File: src/sv/rid_pkg.sv
// ----------------------------------------------------------------------------
// rid_pkg
// Shared types and codes for the recycling handle allocator: request and
// response payloads, operation and status codes, memory command bundle.
// ----------------------------------------------------------------------------
`default_nettype none

package rid_pkg;

    // default slot table size and handle/counter widths
    localparam int CAPACITY_DEF = 256;
    localparam int HANDLE_W     = 8;
    localparam int CNT_W        = 9;

    // operation codes
    localparam logic [1:0] OP_CREATE  = 2'd0;
    localparam logic [1:0] OP_DESTROY = 2'd1;
    localparam logic [1:0] OP_QUERY   = 2'd2;

    // status codes
    localparam logic [1:0] ST_OK   = 2'd0;
    localparam logic [1:0] ST_BAD  = 2'd1;
    localparam logic [1:0] ST_FULL = 2'd2;

    typedef struct packed {
        logic [1:0]          operation;
        logic [HANDLE_W-1:0] handle;
    } req_t;

    typedef struct packed {
        logic [HANDLE_W-1:0] result_handle;
        logic [1:0]          status;
        logic                occupied;
    } rsp_t;

    // controller to memory commands
    typedef struct packed {
        logic                rd_en;
        logic [HANDLE_W-1:0] stack_raddr;
        logic [HANDLE_W-1:0] busy_raddr;
        logic                stack_we;
        logic [HANDLE_W-1:0] stack_waddr;
        logic [HANDLE_W-1:0] stack_wdata;
        logic                busy_we;
        logic [HANDLE_W-1:0] busy_waddr;
        logic                busy_wdata;
    } mem_cmd_t;

    typedef enum logic {
        S_IDLE,
        S_EXEC
    } state_t;

endpackage

`default_nettype wire

File: src/sv/rid_store.sv
// ----------------------------------------------------------------------------
// rid_store
// Free handle stack and slot occupancy bitmap, each a synchronous memory
// with one write port and one registered read port.
// ----------------------------------------------------------------------------
`default_nettype none

module rid_store
    import rid_pkg::*;
#(
    parameter int DEPTH = CAPACITY_DEF
)
(
    input  wire logic                clk,
    input  wire mem_cmd_t            cmd,
    output logic [HANDLE_W-1:0]      stack_rdata,
    output logic                     busy_rdata
);

    localparam int ADDR_W = $clog2(DEPTH);

    logic [HANDLE_W-1:0] stack_mem [DEPTH];
    logic                busy_mem  [DEPTH];
    logic [HANDLE_W-1:0] stack_rdata_reg;
    logic                busy_rdata_reg;

    // free handle stack
    always_ff @(posedge clk)
    begin
        if (cmd.stack_we)
        begin
            stack_mem[cmd.stack_waddr[ADDR_W-1:0]] <= cmd.stack_wdata;
        end
        if (cmd.rd_en)
        begin
            stack_rdata_reg <= stack_mem[cmd.stack_raddr[ADDR_W-1:0]];
        end
    end

    // occupancy bitmap, entries at or above the high-water mark are masked by the controller
    always_ff @(posedge clk)
    begin
        if (cmd.busy_we)
        begin
            busy_mem[cmd.busy_waddr[ADDR_W-1:0]] <= cmd.busy_wdata;
        end
        if (cmd.rd_en)
        begin
            busy_rdata_reg <= busy_mem[cmd.busy_raddr[ADDR_W-1:0]];
        end
    end

    assign stack_rdata = stack_rdata_reg;
    assign busy_rdata  = busy_rdata_reg;

endmodule

`default_nettype wire

File: src/sv/rid_ctrl.sv
// ----------------------------------------------------------------------------
// rid_ctrl
// Request sequencer: issues memory reads on a request transfer, then
// decides the operation from the read data, writes back the stack and
// bitmap, updates the counters and loads the response register.
// ----------------------------------------------------------------------------
`default_nettype none

module rid_ctrl
    import rid_pkg::*;
#(
    parameter int LIMIT = CAPACITY_DEF
)
(
    input  wire logic                clk,
    input  wire logic                rst_n,
    input  wire logic                req_valid,
    output logic                     req_ready,
    input  wire req_t                req,
    output logic                     rsp_valid,
    input  wire logic                rsp_ready,
    output rsp_t                     rsp,
    output mem_cmd_t                 cmd,
    input  wire logic [HANDLE_W-1:0] stack_rdata,
    input  wire logic                busy_rdata
);

    localparam logic [CNT_W-1:0] LIMIT_C = CNT_W'(LIMIT);

    state_t           state_reg, state_next;
    req_t             req_reg;
    logic [CNT_W-1:0] depth_reg, depth_next;
    logic [CNT_W-1:0] hw_reg, hw_next;
    logic             rsp_valid_reg, rsp_valid_next;
    rsp_t             rsp_reg, rsp_next;
    logic             accept;
    logic             commit;
    logic [CNT_W-1:0] depth_dec;
    logic             busy_hit;
    logic             handle_ok;

    // next state
    always_comb
    begin
        state_next = state_reg;
        unique case (state_reg)
            S_IDLE:
            begin
                if (req_valid)
                begin
                    state_next = S_EXEC;
                end
            end
            S_EXEC:
            begin
                if (!rsp_valid_reg || rsp_ready)
                begin
                    state_next = S_IDLE;
                end
            end
            default: state_next = S_IDLE;
        endcase
    end

    // state outputs
    always_comb
    begin
        req_ready = 1'b0;
        commit    = 1'b0;
        unique case (state_reg)
            S_IDLE: req_ready = 1'b1;
            S_EXEC: commit    = !rsp_valid_reg || rsp_ready;
            default:
            begin
                req_ready = 1'b0;
                commit    = 1'b0;
            end
        endcase
    end

    assign accept    = req_valid && req_ready;
    assign depth_dec = depth_reg - CNT_W'(1);

    // slot is occupied only below the high-water mark
    assign busy_hit  = ({1'b0, req_reg.handle} < hw_reg) && busy_rdata;
    assign handle_ok = (req_reg.handle != '0) && ({1'b0, req_reg.handle} < LIMIT_C);

    // operation decode and write-back
    always_comb
    begin
        cmd             = '0;
        cmd.rd_en       = accept;
        cmd.stack_raddr = depth_dec[HANDLE_W-1:0];
        cmd.busy_raddr  = req.handle;
        depth_next      = depth_reg;
        hw_next         = hw_reg;
        rsp_valid_next  = rsp_valid_reg && !rsp_ready;
        rsp_next        = rsp_reg;

        if (commit)
        begin
            rsp_valid_next = 1'b1;
            case (req_reg.operation)
                OP_CREATE:
                begin
                    if (depth_reg != '0)
                    begin
                        depth_next     = depth_dec;
                        cmd.busy_we    = 1'b1;
                        cmd.busy_waddr = stack_rdata;
                        cmd.busy_wdata = 1'b1;
                        rsp_next       = '{result_handle: stack_rdata, status: ST_OK,
                                           occupied: 1'b1};
                    end
                    else if (hw_reg < LIMIT_C)
                    begin
                        hw_next        = hw_reg + CNT_W'(1);
                        cmd.busy_we    = 1'b1;
                        cmd.busy_waddr = hw_reg[HANDLE_W-1:0];
                        cmd.busy_wdata = 1'b1;
                        rsp_next       = '{result_handle: hw_reg[HANDLE_W-1:0], status: ST_OK,
                                           occupied: 1'b1};
                    end
                    else
                    begin
                        rsp_next = '{result_handle: '0, status: ST_FULL, occupied: 1'b0};
                    end
                end
                OP_DESTROY:
                begin
                    if (handle_ok && busy_hit)
                    begin
                        cmd.busy_we    = 1'b1;
                        cmd.busy_waddr = req_reg.handle;
                        cmd.busy_wdata = 1'b0;
                        // push guard, the stack never really fills
                        if (depth_reg < LIMIT_C)
                        begin
                            cmd.stack_we    = 1'b1;
                            cmd.stack_waddr = depth_reg[HANDLE_W-1:0];
                            cmd.stack_wdata = req_reg.handle;
                            depth_next      = depth_reg + CNT_W'(1);
                        end
                        rsp_next = '{result_handle: req_reg.handle, status: ST_OK,
                                     occupied: 1'b0};
                    end
                    else
                    begin
                        rsp_next = '{result_handle: req_reg.handle, status: ST_BAD,
                                     occupied: 1'b0};
                    end
                end
                default:
                begin
                    // query, unused code behaves the same
                    if (handle_ok && busy_hit)
                    begin
                        rsp_next = '{result_handle: req_reg.handle, status: ST_OK,
                                     occupied: 1'b1};
                    end
                    else
                    begin
                        rsp_next = '{result_handle: req_reg.handle, status: ST_BAD,
                                     occupied: 1'b0};
                    end
                end
            endcase
        end
    end

    // control registers
    always_ff @(posedge clk or negedge rst_n)
    begin
        if (!rst_n)
        begin
            state_reg     <= S_IDLE;
            depth_reg     <= '0;
            hw_reg        <= CNT_W'(1);
            rsp_valid_reg <= 1'b0;
        end
        else
        begin
            state_reg     <= state_next;
            depth_reg     <= depth_next;
            hw_reg        <= hw_next;
            rsp_valid_reg <= rsp_valid_next;
        end
    end

    // payload registers
    always_ff @(posedge clk)
    begin
        if (accept)
        begin
            req_reg <= req;
        end
        rsp_reg <= rsp_next;
    end

    assign rsp_valid = rsp_valid_reg;
    assign rsp       = rsp_reg;

endmodule

`default_nettype wire

File: src/sv/recycling_id_allocator.sv
// ----------------------------------------------------------------------------
// recycling_id_allocator
// LIFO free-list handle allocator: create, destroy and query of handles in
// a table of slots, handle zero reserved.
//
//   channel  dir  handshake              payload
//   req      in   req_valid / req_ready  req_t  (operation, handle)
//   rsp      out  rsp_valid / rsp_ready  rsp_t  (result_handle, status, occupied)
//
// Each request first reads the stack top and the occupancy bit from the
// memories, then writes back and loads the response register.
// A new request is taken as soon as the previous one has left its exec
// state, while its response still waits in the output register.
// A stalled response holds the request in exec until the register frees up.
// Reset clears the counters only; no clearing pass over the memories.
// ----------------------------------------------------------------------------
`default_nettype none

module recycling_id_allocator
    import rid_pkg::*;
#(
    parameter int CAPACITY = CAPACITY_DEF
)
(
    input  wire logic clk,
    input  wire logic rst_n,
    input  wire logic req_valid,
    output logic      req_ready,
    input  wire req_t req,
    output logic      rsp_valid,
    input  wire logic rsp_ready,
    output rsp_t      rsp
);

    // usable handles are 1 .. LIMIT-1
    localparam int LIMIT = (CAPACITY < 256) ? CAPACITY : 256;

    mem_cmd_t            cmd;
    logic [HANDLE_W-1:0] stack_rdata;
    logic                busy_rdata;

    // sequencer
    rid_ctrl #(
        .LIMIT (LIMIT)
    ) u_ctrl (
        .clk         (clk),
        .rst_n       (rst_n),
        .req_valid   (req_valid),
        .req_ready   (req_ready),
        .req         (req),
        .rsp_valid   (rsp_valid),
        .rsp_ready   (rsp_ready),
        .rsp         (rsp),
        .cmd         (cmd),
        .stack_rdata (stack_rdata),
        .busy_rdata  (busy_rdata)
    );

    // stack and bitmap memories
    rid_store #(
        .DEPTH (LIMIT)
    ) u_store (
        .clk         (clk),
        .cmd         (cmd),
        .stack_rdata (stack_rdata),
        .busy_rdata  (busy_rdata)
    );

endmodule

`default_nettype wire

File: config.mk
export PLATFORM = sky130hd
export DESIGN_NAME = recycling_id_allocator
export DESIGN_NICKNAME = d
export VERILOG_FILES = /design/src/sv/rid_pkg.sv /design/src/sv/rid_store.sv /design/src/sv/rid_ctrl.sv /design/src/sv/recycling_id_allocator.sv
export SDC_FILE = /design/constraint.sdc
export NUM_CORES = 2
export LEC_CHECK = 0
export CAP_MARGIN = 20
export CORE_ASPECT_RATIO = 1.4
export CORE_MARGIN = 2
export CORE_UTILIZATION = 25
export CTS_CLUSTER_SIZE = 40
export DETAILED_ROUTE_END_ITERATION = 12
export DONT_BUFFER_PORTS = 1
export PLACE_DENSITY = 0.43
export SYNTH_ARGS = -nofsm -noshare
export SYNTH_HDL_FRONTEND = slang
export SYNTH_SLANG_ARGS = --single-unit
File: constraint.sdc
create_clock -name clk -period 11.9 [get_ports clk]
set_input_delay 2.38 -clock clk [delete_from_list [all_inputs] [get_ports clk]]
set_output_delay 2.38 -clock clk [all_outputs]
set_load 0.02 [all_outputs]
## Yosys cells after proc, flatten, opt, wreduce, memory -nomap -nowiden

Memories as Yosys holds them, arrays and structs flattened. A register that Yosys moved wholly into a read port is not among the register bits.
Cells that the tools add are included.

| word-level totals | value |
|---|---|
| word-level logic and storage cells | 62 |
| RAM bits | 2,304 |
| memories | 2 |
| output and inout bits | 13 |
| input bits | 14 |
| flip-flop bits (word level) | 41 |

Memories:

| memory | words | width | rd ports | clocked after Yosys merged registers in | wr ports | RTL line | source |
|---|---|---|---|---|---|---|---|
| u_store.stack_mem | 256 | 8 | 1 | 1 | 1 | rid_store.sv:22 | `logic [HANDLE_W-1:0] stack_mem [DEPTH];` |
| u_store.busy_mem | 256 | 1 | 1 | 1 | 1 | rid_store.sv:23 | `logic busy_mem [DEPTH];` |

| operators by class | value |
|---|---|
| muxes and demuxes | 26 |
| magnitude comparators | 3 |
| equality and inequality tests | 4 |
| reduce and logical (&&, ||, !) cells | 13 |
| add/subtract/negate cells | 3 |
| bitwise operators | 2 |

Operators with widths:

| operator | number |
|---|---|
| $mux 27 | 2 |
| $mux 17 | 2 |
| $mux 9 | 3 |
| $mux 11 | 2 |
| $pmux 11 s2 | 1 |
| $mux 10 | 2 |
| $pmux 10 s2 | 1 |
| $add 9x1->9 const B | 2 |
| $lt 9x9->1 const B | 2 |
| $pmux 9 s2 | 1 |
| $lt 8x9->1 | 1 |
| $mux 1 | 9 |
| $reduce_bool 9->1 | 1 |
| $sub 9x1->9 const B | 1 |
| $reduce_bool 8->1 | 1 |
| $ne 2x1->1 const B | 3 |
| $reduce_and 5->1 | 1 |
| $logic_and 1x1->1 | 4 |
| $mux 2 | 2 |
| $reduce_and 4->1 | 1 |
| $eq 2x1->1 const B | 1 |
| $logic_not 1->1 | 2 |
| $logic_not 2->1 | 1 |
| $not 1->1 | 2 |
| 3 further kinds | 3 |

## Depth between registers and ports, before layout

| depth | value |
|---|---|
| word-level depth | 8 |
| mapped depth | 16 |
| mapped depth without buffers | 10 |

## By module

A second synthesis with hierarchy kept.

| second synthesis, totals | value |
|---|---|
| cell total of the unflattened synthesis | 4,927 |
| area total of the unflattened synthesis | 93,699.9 µm² |

By module, submodules not included:

| module | cells an instance | area each (µm²) | instances | sequential area each (µm²) |
|---|---|---|---|---|
| rid_store | 4,660 | 91,182.5 | 1 | 69,456.6 |
| rid_ctrl | 267 | 2,517.4 | 1 | 1,132.3 |

## Worst setup path after synthesis

No wires, ideal clock.

| timing path | value |
|---|---|
| kind | input port to flip-flop |
| start | in rsp_ready |
| end | mem u_store.busy_mem[208], enable pin |
| arrival | 11,835 ps |
| buffers on the path | 1 |
| setup slack | -248 ps |
| data required time | 11,588 ps |
| setup time | 312 ps |
| stages | 8 |
| cells stage by stage | nand2b_1 > nand2_1 > inv_1 > nand2_1 > a21oi_1 > o211ai_1 > buf_2 > nor3_1 |

| on the way | value |
|---|---|
| longest elaborated chain between the ends | 5 |

Ends and longest elaborated chain:

| what | RTL line | source |
|---|---|---|
| from (decl) | recycling_id_allocator.sv:31 | `input wire logic rsp_ready,` |
| $logic_or 1x1->1 (*) | rid_ctrl.sv:72 | `S_EXEC: commit = !rsp_valid_reg \|\| rsp_ready;` |
| $mux 1 (*) | rid_ctrl.sv:70 | `unique case (state_reg)` |
| named net u_ctrl.commit | rid_ctrl.sv:37 | `logic commit;` |
| $mux 27 (*) | rid_ctrl.sv:100 | `if (commit)` |
| $mux 1 | rid_store.sv:43 | `if (cmd.busy_we)` |
| $mux 1 (not written as such) | rid_store.sv:45 | `busy_mem[cmd.busy_waddr[ADDR_W-1:0]] <= cmd.busy_wdata;` |
| to (decl) | rid_store.sv:23 |  |

Mark *: on every way through the listed nets, which the timed path passes. The rest lies on a longest branch.

## Worst setup path in the final report

| timing path | value |
|---|---|
| start | reg u_ctrl.depth_reg[0] |
| end | reg u_store.stack_rdata_reg[3], in the netlist u_store.stack_rdata[3] (read register of u_store.stack_mem) (data pin) |

| on the way | value |
|---|---|
| longest elaborated chain between the ends | 1 |

Ends and longest elaborated chain:

| what | RTL line | source |
|---|---|---|
| from (decl) | rid_ctrl.sv:32 | `logic [CNT_W-1:0] depth_reg, depth_next;` |
| from (signal assigned) | rid_ctrl.sv:184 | `depth_reg <= depth_next;` |
| $sub 9x1->9 | rid_ctrl.sv:82 | `assign depth_dec = depth_reg - CNT_W'(1);` |
| to (decl) | rid_store.sv:24 | `logic [HANDLE_W-1:0] stack_rdata_reg;` |

Every way passes these cells.
A chain may end at the register's enable or synchronous reset.

==> impl_results.md <==
* Clock sink total at 2354
* Origin of the critical flop-to-flop path: u_ctrl.depth_reg[0]
* Fraction of layout cells with a size suffix above 1 at 21.9%
* Layout Cell Area excl Fill at 107000 um2
* WHS at 0.473 ns
* Reg-to-Reg End: u_store.stack_rdata[3]
* Sw frac at 33.0%
* Syn Nets at 4843
* TritonCTS clock tree: built
* Setup Viol. Count Final at 0
* P per Cell Area at 227 nW/um2
* VDD IR-drop max at 282 uV
* Worst EP required at 12.53 ns
* Core Box Area at 372000 um2
* Number of max-cap violations at 0
* Die X at 521 um
* Post-synthesis cell type count at 66
* Hpwl dp at 152000 um
* Vias in the first global route at 48.2k
* Register-to-Register Setup Slack at 6.02 ns
* Worst setup margin at 6.02 ns
* Port Buf Inserts at 0
* Hold-critical path depth at 1
* Total track usage at 13.4%
* Largest net degree at the start of global routing at 258
* Initial antenna violation count at 6
* Worst setup SP type: flop
* Post-route DRC at 0
* Cell Count, Final, Fillers Out at 9946
* Post-placement cell count at 9537
* Setup TNS at 0 ns
* Overall Power at 24.3 mW
* Dominant synthesized flop cell: edfxtp_1
* Fin crit share at 49.4%
* FP Rows at 265
* Setup WS pre-CTS at 5.71 ns
* CP Capture Type: flop
* # IOs at 27
* Routed via count at 45.7k
* Worst-path clk slew at 0.06 ns
* Yosys top cell by area: edfxtp_1
* Switch Pwr at 8.02 mW
* Final core occ at 28.7%
* Fmax at 170 MHz
* Most instantiated cells after synthesis: edfxtp_1, mux4_2, nor2_1
* DRT antenna net count at 0
* Internal power at 16.3 mW
* Pre-Repair DR Iteration Count at 5
* Syn Area/Cell at 19.4 um2
* Synth Instances at 4819
* Outcome: finished clean
* HP Class: reg2reg
* Reg2reg path depth at 9
* Comb power frac at 31.5%
* Slew @ Worst Pin at 1.38 ns
* WL per Instance at 26.1 um
* Worst relative slew slack at 8.31%
* Sequential-to-total area share from yosys stat at 75.4%
* Routability cong. at 0.799
* Die footprint at 379000 um2
* Global route total overflow at 0
* DR iter-0 viols at 3594
* H-tree level count at 4
* Hold Path End: u_ctrl.hw_reg[7]
* Hold Fails Final Rpt at 0
* Bufs on Longest Clock Path at 4
* Arrival @ worst endpoint at 6.51 ns
* Post-DP Area at 99700 um2
* Synth top area share at 74.9%
* Post-synth EDFFs at 2334
* CTS Root Cell: clkbuf_16
* Area of the mapped netlist at 93600 um2
* Synth Register Bits at 2354
* Crit Path Category: reg2reg
* PostCTS Resize Cnt at 0
* Final WL at 260000 um
* Clk pwr share at 29.7%
* Slew Viols, Final at 0
* Hold Buf Count CTS at 0
* Area delta synth->final at 14.3%
* Yosys warns at 0
* Die H at 728 um
* Synth area leaders: edfxtp_1, mux4_2, nor2_1, mux2i_1, nand2_1
* Most used standard cell by instance count after synthesis: edfxtp_1
* Clk_lat worst skew at 0.89 ns
* Fin crit period at 5.88 ns
* Largest fanout on the critical path at 92
* Pleak at 32.6 nW
* Starting Density at 25.1%
* Post-CTS setup buffer count at 0
* Vias per cell at 4.59
* Max reg flops at 2048
* Cts bufs inserted at 230
* HP Start: u_ctrl.hw_reg[7]
* First-pass GRT wire length at 371000 um
* Unrepaired setup endpoints after global routing: no
* Sequential power share at 38.8%
* Clk_skew at 0.0468 ns
* Final nets at 4856
* Async set-reset flop share out of synthesis at 0.850%
## worst max path at each step
stage,from,end,slack [ns],depth (start not counted)
2_1_floorplan,rsp_ready,u_store.stack_mem[0][0],1.45,6
3_3_place_gp,rsp_ready,u_store.stack_mem[35][2],5.27,8
3_5_place_dp,rsp_ready,u_store.stack_mem[228][0],5.71,8
4_1_cts,u_ctrl.depth_reg[0],u_store.stack_rdata[6],5.77,10
5_1_grt,u_ctrl.depth_reg[0],u_store.stack_rdata[5],5.50,10
6_report,u_ctrl.depth_reg[0],u_store.stack_rdata[3],6.02,9
## critical path, cell delays in order, from the launching register on
cell	delay [ns]
dfrtp_4	0.78
buf_4	0.73
buf_12	0.47
buf_4	0.74
mux4_2	0.58
mux2i_1	0.45
o22ai_1	0.26
o21ai_0	0.34
nand4_1	0.28
or3_1	0.43
## placed cells by master (no fill, tap or decap), types with 46 or more instances in the layout
cell type  count
edfxtp_1    2334
mux4_2       578
nor2_1       352
nand2_1      301
clkbuf_16    233
nand3_1      140
nor3_1       136
mux2i_1      134
buf_4         87
o22ai_1       83
nor4_1        55
nand4_1       54
clkinv_2      46
## final cells by class
class | instances | area, um2
fillers | 36555 | 265000
flip-flops and latches | 2354 | 70600
multi-input cells | 2119 | 21900
well taps | 4939 | 6180
clock buffers | 277 | 6000
clock inverters | 129 | 1230
repair buffers | 106 | 1020
inverters | 21 | 78.8
diodes | 1 | 2.50
## per-layer routing
metal / wire length (um) / global-route usage, %
met1: 103000 / 16.3
met2: 138000 / 24.6
met3: 10800 / 1.94
met4: 7380 / 3.90
met5: 0 / 0
## power groups by stage
stage / logic [mW] / clock network [mW] / registers [mW]
after detailed placement: 7.89 / 0 / 9.59
after CTS: 7.91 / 7.41 / 9.41
after global routing: 8.14 / 7.69 / 9.42
after global placement: 7.92 / 0 / 9.59
final: 7.66 / 7.22 / 9.42
after floorplan: 5.03 / 0 / 9.52
## cell families after synthesis
kind of cell             share of synthesized area [%]
AO/OA/AOI/OAI                                     1.69
adder cells (fa/ha/maj)                          0.134
flip-flops                                        75.4
multiplexers                                      15.3
XOR/XNOR                                         0.178
AND/OR/NAND/NOR                                   5.73
buffers and inverters                             1.54
Power figures use the tool's default switching activity.
